<file path="config.mk">
export PLATFORM = sky130hd
export DESIGN_NAME = delayed_event_timer_table_unit
export DESIGN_NICKNAME = d
export VERILOG_FILES = /design/src/hdl/dett_pkg.sv /design/src/hdl/delayed_event_timer_table_unit.sv /design/src/hdl/dett_ram.sv /design/src/hdl/dett_alu.sv
export VERILOG_INCLUDE_DIRS = /design/src /design/src/hdl
export SDC_FILE = /design/constraint.sdc
export NUM_CORES = 1
export LEC_CHECK = 0
export ABC_AREA = 0
export BUFFER_PORTS_ARGS = -buffer_cell sky130_fd_sc_hd__buf_2
export CAP_MARGIN = 20
export CORE_MARGIN = 10
export CORE_UTILIZATION = 40
export CTS_BUF_LIST = sky130_fd_sc_hd__clkbuf_4
export CTS_CLUSTER_DIAMETER = 100
export DETAILED_ROUTE_END_ITERATION = 8
export GPL_TIMING_DRIVEN = 0
export PLACE_DENSITY_LB_ADDON = 0.3
export SLEW_MARGIN = 20
export SYNTH_ARGS = -nofsm -noshare
export SYNTH_HDL_FRONTEND = slang
export SYNTH_SLANG_ARGS = --single-unit
</file>
<file path="constraint.sdc">
create_clock -name clk_i -period 5.5 [get_ports clk_i]
set_input_delay 1.1 -clock clk_i [delete_from_list [all_inputs] [get_ports clk_i]]
set_output_delay 1.1 -clock clk_i [all_outputs]
set_load 0.005 [all_outputs]
</file>
<file path="src/hdl/delayed_event_timer_table_unit_assert.svh">
// Assertion macros shared by the timer table RTL.
`ifndef DELAYED_EVENT_TIMER_TABLE_UNIT_ASSERT_SVH
`define DELAYED_EVENT_TIMER_TABLE_UNIT_ASSERT_SVH

// Same-cycle implication.
`define DETT_ASSERT_NOW(label, clk, rst_n, ante, cons, msg) \
  label: assert property (@(posedge clk) disable iff (!rst_n) (ante) |-> (cons)) \
    else $error(msg);

// Next-cycle implication.
`define DETT_ASSERT_NEXT(label, clk, rst_n, ante, cons, msg) \
  label: assert property (@(posedge clk) disable iff (!rst_n) (ante) |=> (cons)) \
    else $error(msg);

`endif

</file>
<file path="src/hdl/dett_pkg.sv">
package dett_pkg;

  localparam int unsigned SLOTS       = 16;
  localparam int unsigned MAX_RESULTS = 16;
  localparam int unsigned IDX_W       = $clog2(SLOTS);
  localparam int unsigned FCNT_W      = $clog2(MAX_RESULTS + 1);

  localparam int unsigned KIND_W  = 2;
  localparam int unsigned FIELD_W = 10;
  localparam int unsigned DELAY_W = 14;
  localparam int unsigned STAT_W  = 2;
  localparam int unsigned SLOT_W  = 4;
  localparam int unsigned CNT_W   = 15;
  localparam int unsigned ENTRY_W = CNT_W + 3 * FIELD_W;

  localparam logic [CNT_W-1:0] COUNT_MAX = {CNT_W{1'b1}};

  localparam logic [KIND_W-1:0] KIND_ARM   = 2'd0;
  localparam logic [KIND_W-1:0] KIND_TICK  = 2'd1;
  localparam logic [KIND_W-1:0] KIND_CLEAR = 2'd2;

  localparam logic [STAT_W-1:0] STAT_ARMED   = 2'd0;
  localparam logic [STAT_W-1:0] STAT_IGNORED = 2'd1;
  localparam logic [STAT_W-1:0] STAT_FULL    = 2'd2;

  localparam logic RK_REPORT = 1'b0;
  localparam logic RK_FIRE   = 1'b1;

  typedef enum logic {
    ALU_TRIPLE,
    ALU_DEC
  } alu_op_e;

  typedef struct packed {
    logic [CNT_W-1:0] cnt;
    logic             fire;
  } alu_res_t;

endpackage

</file>
<file path="src/hdl/delayed_event_timer_table_unit.sv">
// An ignored arm goes straight to its report; any other arm scans the slots for the lowest free
// slot and reports it, or reports a full status when the table is full.
// Tick walks all slots with one shared adder, skipping idle slots, reading and then evaluating
// each armed slot, and ending with a flush; output stalls hold the walk. Clear disarms all slots.
// One item at a time; the next is taken once the walk ends, while a result may wait.
// Reset: all slots disarmed, no result pending; slot contents stay undefined.
module delayed_event_timer_table_unit (
  input  logic                          clk_i,
  input  logic                          rst_ni,
  input  logic                          in_valid_i,
  output logic                          in_ready_o,
  input  logic [dett_pkg::KIND_W-1:0]   kind_i,
  input  logic                          still_over_i,
  input  logic [dett_pkg::FIELD_W-1:0]  source_index_i,
  input  logic [dett_pkg::FIELD_W-1:0]  target_room_i,
  input  logic [dett_pkg::FIELD_W-1:0]  target_object_i,
  input  logic [dett_pkg::DELAY_W-1:0]  delay_i,
  output logic                          out_valid_o,
  input  logic                          out_ready_i,
  output logic                          result_kind_o,
  output logic [dett_pkg::STAT_W-1:0]   arm_status_o,
  output logic [dett_pkg::SLOT_W-1:0]   slot_o,
  output logic [dett_pkg::FIELD_W-1:0]  fired_source_o,
  output logic [dett_pkg::FIELD_W-1:0]  fired_room_o,
  output logic [dett_pkg::FIELD_W-1:0]  fired_object_o,
  output logic                          last_o
);

  import dett_pkg::*;

  `include "delayed_event_timer_table_unit_assert.svh"

  localparam logic [2:0] ST_IDLE       = 3'd0;
  localparam logic [2:0] ST_ARM_SCAN   = 3'd1;
  localparam logic [2:0] ST_ARM_EMIT   = 3'd2;
  localparam logic [2:0] ST_TICK_RD    = 3'd3;
  localparam logic [2:0] ST_TICK_EVAL  = 3'd4;
  localparam logic [2:0] ST_TICK_FLUSH = 3'd5;

  localparam logic [IDX_W-1:0]  IDX_LAST = IDX_W'(SLOTS - 1);
  localparam logic [FCNT_W-1:0] FCNT_MAX = FCNT_W'(MAX_RESULTS);

  logic [2:0]        state_q, state_d;
  logic [IDX_W-1:0]  idx_q, idx_d;
  logic [FCNT_W-1:0] fcnt_q, fcnt_d;
  logic [SLOTS-1:0]  armed_q, armed_d;
  logic [STAT_W-1:0] stat_q, stat_d;
  logic              pend_vld_q, pend_vld_d;
  logic              out_vld_q, out_vld_d;

  logic [KIND_W-1:0]  kind_q;
  logic               still_q;
  logic [FIELD_W-1:0] src_q, room_q, obj_q;
  logic [DELAY_W-1:0] delay_q;

  logic [IDX_W-1:0]   pend_slot_q;
  logic [FIELD_W-1:0] pend_src_q, pend_room_q, pend_obj_q;

  logic               out_rk_q;
  logic [STAT_W-1:0]  out_stat_q;
  logic [SLOT_W-1:0]  out_slot_q;
  logic [FIELD_W-1:0] out_src_q, out_room_q, out_obj_q;
  logic               out_last_q;

  logic               item_xfer, out_free;
  logic               arm_load, fire_load, pend_load, pend_last;
  logic               ram_we, ram_re;
  logic [ENTRY_W-1:0] ram_wdata, ram_rdata;
  alu_op_e            alu_op;
  logic [CNT_W-1:0]   alu_opd;
  alu_res_t           alu_res;

  assign in_ready_o = (state_q == ST_IDLE);
  assign item_xfer  = in_valid_i && in_ready_o;
  assign out_free   = !out_vld_q || out_ready_i;

  assign alu_op  = (state_q == ST_ARM_SCAN) ? ALU_TRIPLE : ALU_DEC;
  assign alu_opd = (state_q == ST_ARM_SCAN) ? CNT_W'(delay_q)
                                            : ram_rdata[ENTRY_W-1 -: CNT_W];

  dett_ram #(
    .WIDTH (ENTRY_W),
    .DEPTH (SLOTS)
  ) u_ram (
    .clk_i   (clk_i),
    .we_i    (ram_we),
    .waddr_i (idx_q),
    .wdata_i (ram_wdata),
    .re_i    (ram_re),
    .raddr_i (idx_q),
    .rdata_o (ram_rdata)
  );

  dett_alu u_alu (
    .op_i  (alu_op),
    .opd_i (alu_opd),
    .res_o (alu_res)
  );

  always_comb begin
    state_d    = state_q;
    idx_d      = idx_q;
    fcnt_d     = fcnt_q;
    armed_d    = armed_q;
    stat_d     = stat_q;
    pend_vld_d = pend_vld_q;
    out_vld_d  = out_vld_q && !out_ready_i;
    arm_load   = 1'b0;
    fire_load  = 1'b0;
    pend_load  = 1'b0;
    pend_last  = 1'b0;
    ram_we     = 1'b0;
    ram_re     = 1'b0;
    ram_wdata  = {alu_res.cnt, ram_rdata[3*FIELD_W-1:0]};

    unique case (state_q)
      ST_IDLE: begin
        if (item_xfer) begin
          idx_d  = '0;
          fcnt_d = '0;
          unique case (kind_i)
            KIND_ARM: begin
              if (still_over_i) begin
                stat_d  = STAT_IGNORED;
                state_d = ST_ARM_EMIT;
              end else begin
                state_d = ST_ARM_SCAN;
              end
            end
            KIND_TICK:  state_d = ST_TICK_RD;
            KIND_CLEAR: armed_d = '0;
            default: ;
          endcase
        end
      end
      ST_ARM_SCAN: begin
        ram_wdata = {alu_res.cnt, src_q, room_q, obj_q};
        if (!armed_q[idx_q]) begin
          ram_we          = 1'b1;
          armed_d[idx_q]  = 1'b1;
          stat_d          = STAT_ARMED;
          state_d         = ST_ARM_EMIT;
        end else if (idx_q == IDX_LAST) begin
          stat_d  = STAT_FULL;
          state_d = ST_ARM_EMIT;
        end else begin
          idx_d = idx_q + IDX_W'(1);
        end
      end
      ST_ARM_EMIT: begin
        if (out_free) begin
          arm_load  = 1'b1;
          out_vld_d = 1'b1;
          state_d   = ST_IDLE;
        end
      end
      ST_TICK_RD: begin
        if (armed_q[idx_q]) begin
          ram_re  = 1'b1;
          state_d = ST_TICK_EVAL;
        end else if (idx_q == IDX_LAST) begin
          state_d = ST_TICK_FLUSH;
        end else begin
          idx_d = idx_q + IDX_W'(1);
        end
      end
      ST_TICK_EVAL: begin
        if (!alu_res.fire || fcnt_q == FCNT_MAX || !pend_vld_q || out_free) begin
          ram_we = 1'b1;
          if (alu_res.fire && fcnt_q != FCNT_MAX) begin
            armed_d[idx_q] = 1'b0;
            fcnt_d         = fcnt_q + FCNT_W'(1);
            pend_load      = 1'b1;
            pend_vld_d     = 1'b1;
            if (pend_vld_q) begin
              fire_load = 1'b1;
              out_vld_d = 1'b1;
            end
          end
          if (idx_q == IDX_LAST) begin
            state_d = ST_TICK_FLUSH;
          end else begin
            idx_d   = idx_q + IDX_W'(1);
            state_d = ST_TICK_RD;
          end
        end
      end
      ST_TICK_FLUSH: begin
        if (!pend_vld_q) begin
          state_d = ST_IDLE;
        end else if (out_free) begin
          fire_load  = 1'b1;
          pend_last  = 1'b1;
          out_vld_d  = 1'b1;
          pend_vld_d = 1'b0;
          state_d    = ST_IDLE;
        end
      end
      default: state_d = ST_IDLE;
    endcase
  end

  always_ff @(posedge clk_i or negedge rst_ni) begin
    if (!rst_ni) begin
      state_q    <= ST_IDLE;
      idx_q      <= '0;
      fcnt_q     <= '0;
      armed_q    <= '0;
      stat_q     <= STAT_ARMED;
      pend_vld_q <= 1'b0;
      out_vld_q  <= 1'b0;
    end else begin
      state_q    <= state_d;
      idx_q      <= idx_d;
      fcnt_q     <= fcnt_d;
      armed_q    <= armed_d;
      stat_q     <= stat_d;
      pend_vld_q <= pend_vld_d;
      out_vld_q  <= out_vld_d;
    end
  end

  always_ff @(posedge clk_i) begin
    if (item_xfer) begin
      kind_q  <= kind_i;
      still_q <= still_over_i;
      src_q   <= source_index_i;
      room_q  <= target_room_i;
      obj_q   <= target_object_i;
      delay_q <= delay_i;
    end
    if (pend_load) begin
      pend_slot_q <= idx_q;
      pend_src_q  <= ram_rdata[3*FIELD_W-1 -: FIELD_W];
      pend_room_q <= ram_rdata[2*FIELD_W-1 -: FIELD_W];
      pend_obj_q  <= ram_rdata[FIELD_W-1:0];
    end
    if (arm_load) begin
      out_rk_q   <= RK_REPORT;
      out_stat_q <= stat_q;
      out_slot_q <= (stat_q == STAT_ARMED) ? SLOT_W'(idx_q) : '0;
      out_src_q  <= '0;
      out_room_q <= '0;
      out_obj_q  <= '0;
      out_last_q <= 1'b1;
    end else if (fire_load) begin
      out_rk_q   <= RK_FIRE;
      out_stat_q <= STAT_ARMED;
      out_slot_q <= SLOT_W'(pend_slot_q);
      out_src_q  <= pend_src_q;
      out_room_q <= pend_room_q;
      out_obj_q  <= pend_obj_q;
      out_last_q <= pend_last;
    end
  end

  assign out_valid_o    = out_vld_q;
  assign result_kind_o  = out_rk_q;
  assign arm_status_o   = out_stat_q;
  assign slot_o         = out_slot_q;
  assign fired_source_o = out_src_q;
  assign fired_room_o   = out_room_q;
  assign fired_object_o = out_obj_q;
  assign last_o         = out_last_q;

  `DETT_ASSERT_NOW(a_pend_in_tick, clk_i, rst_ni,
    pend_vld_q,
    state_q == ST_TICK_RD || state_q == ST_TICK_EVAL || state_q == ST_TICK_FLUSH,
    "pending fire outside a tick walk")
  `DETT_ASSERT_NOW(a_fire_bound, clk_i, rst_ni,
    1'b1, fcnt_q <= FCNT_MAX, "fire count beyond limit")
  `DETT_ASSERT_NOW(a_armed_slot_set, clk_i, rst_ni,
    state_q == ST_ARM_EMIT && stat_q == STAT_ARMED && kind_q == KIND_ARM && !still_q,
    armed_q[idx_q], "armed report for a free slot")
  `DETT_ASSERT_NEXT(a_fire_disarms, clk_i, rst_ni,
    state_q == ST_TICK_EVAL && ram_we && alu_res.fire && fcnt_q != FCNT_MAX,
    pend_vld_q, "fired slot not held for output")

endmodule

</file>
<file path="src/hdl/dett_ram.sv">
module dett_ram #(
  parameter int unsigned WIDTH = 8,
  parameter int unsigned DEPTH = 16
) (
  input  logic                     clk_i,
  input  logic                     we_i,
  input  logic [$clog2(DEPTH)-1:0] waddr_i,
  input  logic [WIDTH-1:0]         wdata_i,
  input  logic                     re_i,
  input  logic [$clog2(DEPTH)-1:0] raddr_i,
  output logic [WIDTH-1:0]         rdata_o
);

  logic [WIDTH-1:0] mem_q [DEPTH];
  logic [WIDTH-1:0] rdata_q;

  always_ff @(posedge clk_i) begin
    if (we_i) begin
      mem_q[waddr_i] <= wdata_i;
    end
    if (re_i) begin
      rdata_q <= mem_q[raddr_i];
    end
  end

  assign rdata_o = rdata_q;

endmodule

</file>
<file path="src/hdl/dett_alu.sv">
module dett_alu (
  input  dett_pkg::alu_op_e               op_i,
  input  logic [dett_pkg::CNT_W-1:0]      opd_i,
  output dett_pkg::alu_res_t              res_o
);

  import dett_pkg::*;

  logic [CNT_W+1:0] sum;

  // one adder: 2x+x for arming, x-1 for the countdown
  always_comb begin
    if (op_i == ALU_TRIPLE) begin
      sum = {1'b0, opd_i, 1'b0} + {2'b00, opd_i};
    end else begin
      sum = {2'b00, opd_i} + {(CNT_W+2){1'b1}};
    end
  end

  always_comb begin
    res_o.fire = 1'b0;
    unique case (op_i)
      ALU_TRIPLE: begin
        res_o.cnt = (sum > {2'b00, COUNT_MAX}) ? COUNT_MAX : sum[CNT_W-1:0];
      end
      ALU_DEC: begin
        res_o.fire = (opd_i <= CNT_W'(1));
        res_o.cnt  = res_o.fire ? '0 : sum[CNT_W-1:0];
      end
      default: begin
        res_o.cnt = '0;
      end
    endcase
  end

endmodule
</file>
==> impl_metrics.tcl <==
set metrics [dict create \
    run_status "complete, no violations" \
    die_area_sq_um 103000 \
    clock_tree.root_cell "clkbuf_4" \
    via_count 20008 \
    clock_power_share_pct 27.6 \
    antenna_violations_before_repair 3 \
    setup_viol 0 \
    syn_area_sq_um 36100 \
    flop_pwr_share_pct 44.0 \
    fin_ws_ns 0.436 \
    finalCritPeriodShare_pct 92.1 \
    fp-row-count 110 \
    worstSetupEndpointType "register" \
    worst_ir_drop_vdd_mv 0.184 \
    timing.clock.skew_ns 0.0800 \
    first_drt_iteration_drcs 2152 \
    die_y_microns 320 \
    crit_path_start "state_q[2]" \
    nets 2352 \
    synth_warnings 0 \
    synthesis.nets 1959 \
    combPwrFrac_pct 28.4 \
    global_route.usage.total_pct 18.1 \
    io_buffers 90 \
    synth_seq_cells 913 \
    die_width_microns 320 \
    wire_per_inst_microns 25.5 \
    area_share_of_the_leading_cell_type_in_the_synthesized_netlist_pct 70.6 \
    total_chip_power_mw 21.0 \
    finalWirelength_microns 93000 \
    max_freq_mhz 197 \
    power.switching_fraction_pct 31.2 \
    layout_min_cycle_time_ns 5.06 \
    cts.sinks 913 \
    antenna_left 0 \
    cp_dominant_cell_by_count "buf_12" \
    drc 0 \
    ys_top_cells_by_count "edfxtp_1 (849), mux4_2 (230), nand2_1 (206), a21oi_1 (71), clkbuf_1 (69)" \
    worstPathCellList "buf_2 > nor3b_4 > clkbuf_2 > clkbuf_4 > mux2i_1 > ha_1 > nand2_1 > o32a_1 > nor4b_4 > a21oi_1 > nor2_4 > buf_4 > nor2_4 > buf_12 > buf_12 > buf_12" \
    maximum_number_of_pins_on_one_net_before_global_route_repair 35 \
    htree_levels 4 \
    drv.max_cap_violation_count 0 \
    clock_latency_ns 1.07 \
    critPathCapture "u_ram.mem_q[3][20]" \
    tritoncts_buffers 226 \
    first_pass_grt_wire_length_microns 136000 \
    drive_gt1_share_pct 35.0 \
    cts.reportedPaths.clkPinSlew_ns 0.07 \
    gp_congestion 0.839 \
    tritoncts_clock_tree "yes" \
    ys.flop_type "edfxtp_1" \
    synth-async-reset-ratio_pct 3.50 \
    route.detailed.vias_per_inst 5.49 \
    r2r_setup_slk_ns 0.44 \
    core-area_sq_um 89700 \
    maxSlewViolCount 0 \
    cts-root-to-sink-buffers 3 \
    io_pins 91 \
    global_route.overflow_total 0 \
    synth_enable_flop_cells 849 \
    yosysTopAreaCell "edfxtp_1" \
    rsz0062_at_grt "no" \
    dp_hpwl_microns 58900 \
    tightestPinTransition_ns 1.11 \
    net-switching-power_mw 6.55 \
    crit_path_top_delay_cell "nor4b_4" \
    floorplan.initialDensity_pct 40.2 \
    worstSetupPathType "reg2reg" \
    r2r_end "u_ram.mem_q[3][20]" \
    critPathArrivalTime_ns 5.84 \
    register_area_share_after_synthesis_pct 74.6 \
    yosys.cell_count.top_type "edfxtp_1" \
    ys_types 65 \
    dr.pass1.iters 5 \
    power.internal_mw 14.5 \
    syn_to_final_growth_pct 18.1 \
    timing.critical_path.fanout_max 15 \
    reg2reg_from "state_q[2]" \
    powerDensity_nw_per_um2 493 \
    report.final.hold_viol_count 0 \
    leakage_nw 14.2 \
    hold_class "in2async" \
    synth.avg_cell_area_sq_um 19.2 \
    first_global_vias 20683 \
    worstPathRequired_ns 6.27 \
    relSlewSlack_pct 26.2 \
    cpPeakStageDelay_ns 0.50 \
    ff2ff_path_depth 16 \
    totalNegativeSetupSlack_ns 0 \
    pre_cts_slack_ns -1.33 \
    start_kind "register" \
    synthTopCellsByArea "edfxtp_1 (71%), mux4_2 (14%), dfrtp_1 (2.2%)" \
    syn_inst 1884 \
]
## kinds of logic after synthesis
group,share of synthesized area [%]
compound gates,2.98
fa+ha+maj,0.887
buf+inv,1.43
xor+xnor,0.873
simple gates,4.28
mux,15.0
flops,74.6
## metrics by stage
stage	util [%]	hold slack [ns]	instance area (sq um)	std cells
final	47.5	0.0995	42600	3646
after global routing	47.5	0.0659	42600	3643
after CTS	47.4	0.00883	42600	3636
after detailed placement	44.0	0.432	39500	3220
after global placement	42.4	0.436	38000	3150
after floorplan	-	0.426	36100	1884
## power groups by stage
| stage | Combinational (mW) | Sequential [mW] | Clock, mW |
|---|---|---|---|
| finish | 5.97 | 9.24 | 5.81 |
| global route | 6.44 | 9.28 | 6.30 |
| CTS | 5.94 | 9.24 | 5.94 |
| detailed placement | 5.89 | 9.38 | 0 |
| global placement | 5.42 | 9.46 | 0 |
| floorplan | 3.72 | 9.35 | 0 |
## registers in the layout, indices dropped and copies added (netlist names), 14 cells and up
register and flops:
u_ram.mem_q 720, delay_q 14, u_ram.rdata_o 45, armed_q 16
## cell type report
class,instances,area [sq um]
Antenna cell,4,10.0
Buffer,98,430
Clock buffer,361,2710
Clock inverter,56,339
Fill cell,7543,47100
Inverter,32,123
Multi-Input combinational cell,840,8900
Sequential cell,913,26900
Tap cell,1176,1470
Timing Repair Buffer,166,1730
## layer usage
layer  GRT usage [%]  vias up  wire length [microns]
met5               0        -                      0
met3            4.86      143                   8190
met1            24.3    10363                  38100
li1                -     8527                      -
met4            5.40        0                   1730
met2            28.7      975                  45000
## layout by cell type, fill, tap and decap left out, types with 18 or more instances in the layout
cell	count
a21oi_1	68
buf_12	30
buf_2	107
buf_4	27
clkbuf_1	58
clkbuf_4	362
clkinv_1	39
dfrtp_1	32
dfxtp_1	32
edfxtp_1	849
ha_1	24
inv_1	31
mux4_2	230
nand2_1	206
nand3_1	18
nor2_1	30
o21ai_0	43
xor2_1	19
## worst max-delay path, delay by kind of cell, from the launching register on
kind / cells / cell delay (ns)
AO/OA/AOI/OAI: 2 / 0.58
flip-flops: 1 / 0.35
AND/OR/NAND/NOR: 5 / 1.33
multiplexers: 1 / 0.43
buffers and inverters: 7 / 1.80
adder cells (fa/ha/maj): 1 / 0.23
## worst min-delay path by stage
stage | endpoint | slack, ns | cells past startpoint
after CTS | armed_q[14] | 0.009 | 1
after detailed placement | pend_room_q[8] | 0.43 | 0
after floorplan | pend_obj_q[0] | 0.43 | 0
after global placement | pend_src_q[5] | 0.44 | 0
after global routing | pend_vld_q | 0.07 | 1
final | armed_q[14] | 0.1 | 1
## what timing repair did
item,CTS,global route
setup buffers,0,6
hold buffers,0,0
gates resized for setup,11,8
pin swaps,0,1
endpoints found under the setup margin,1025,391
Power figures use the tool's default switching activity.
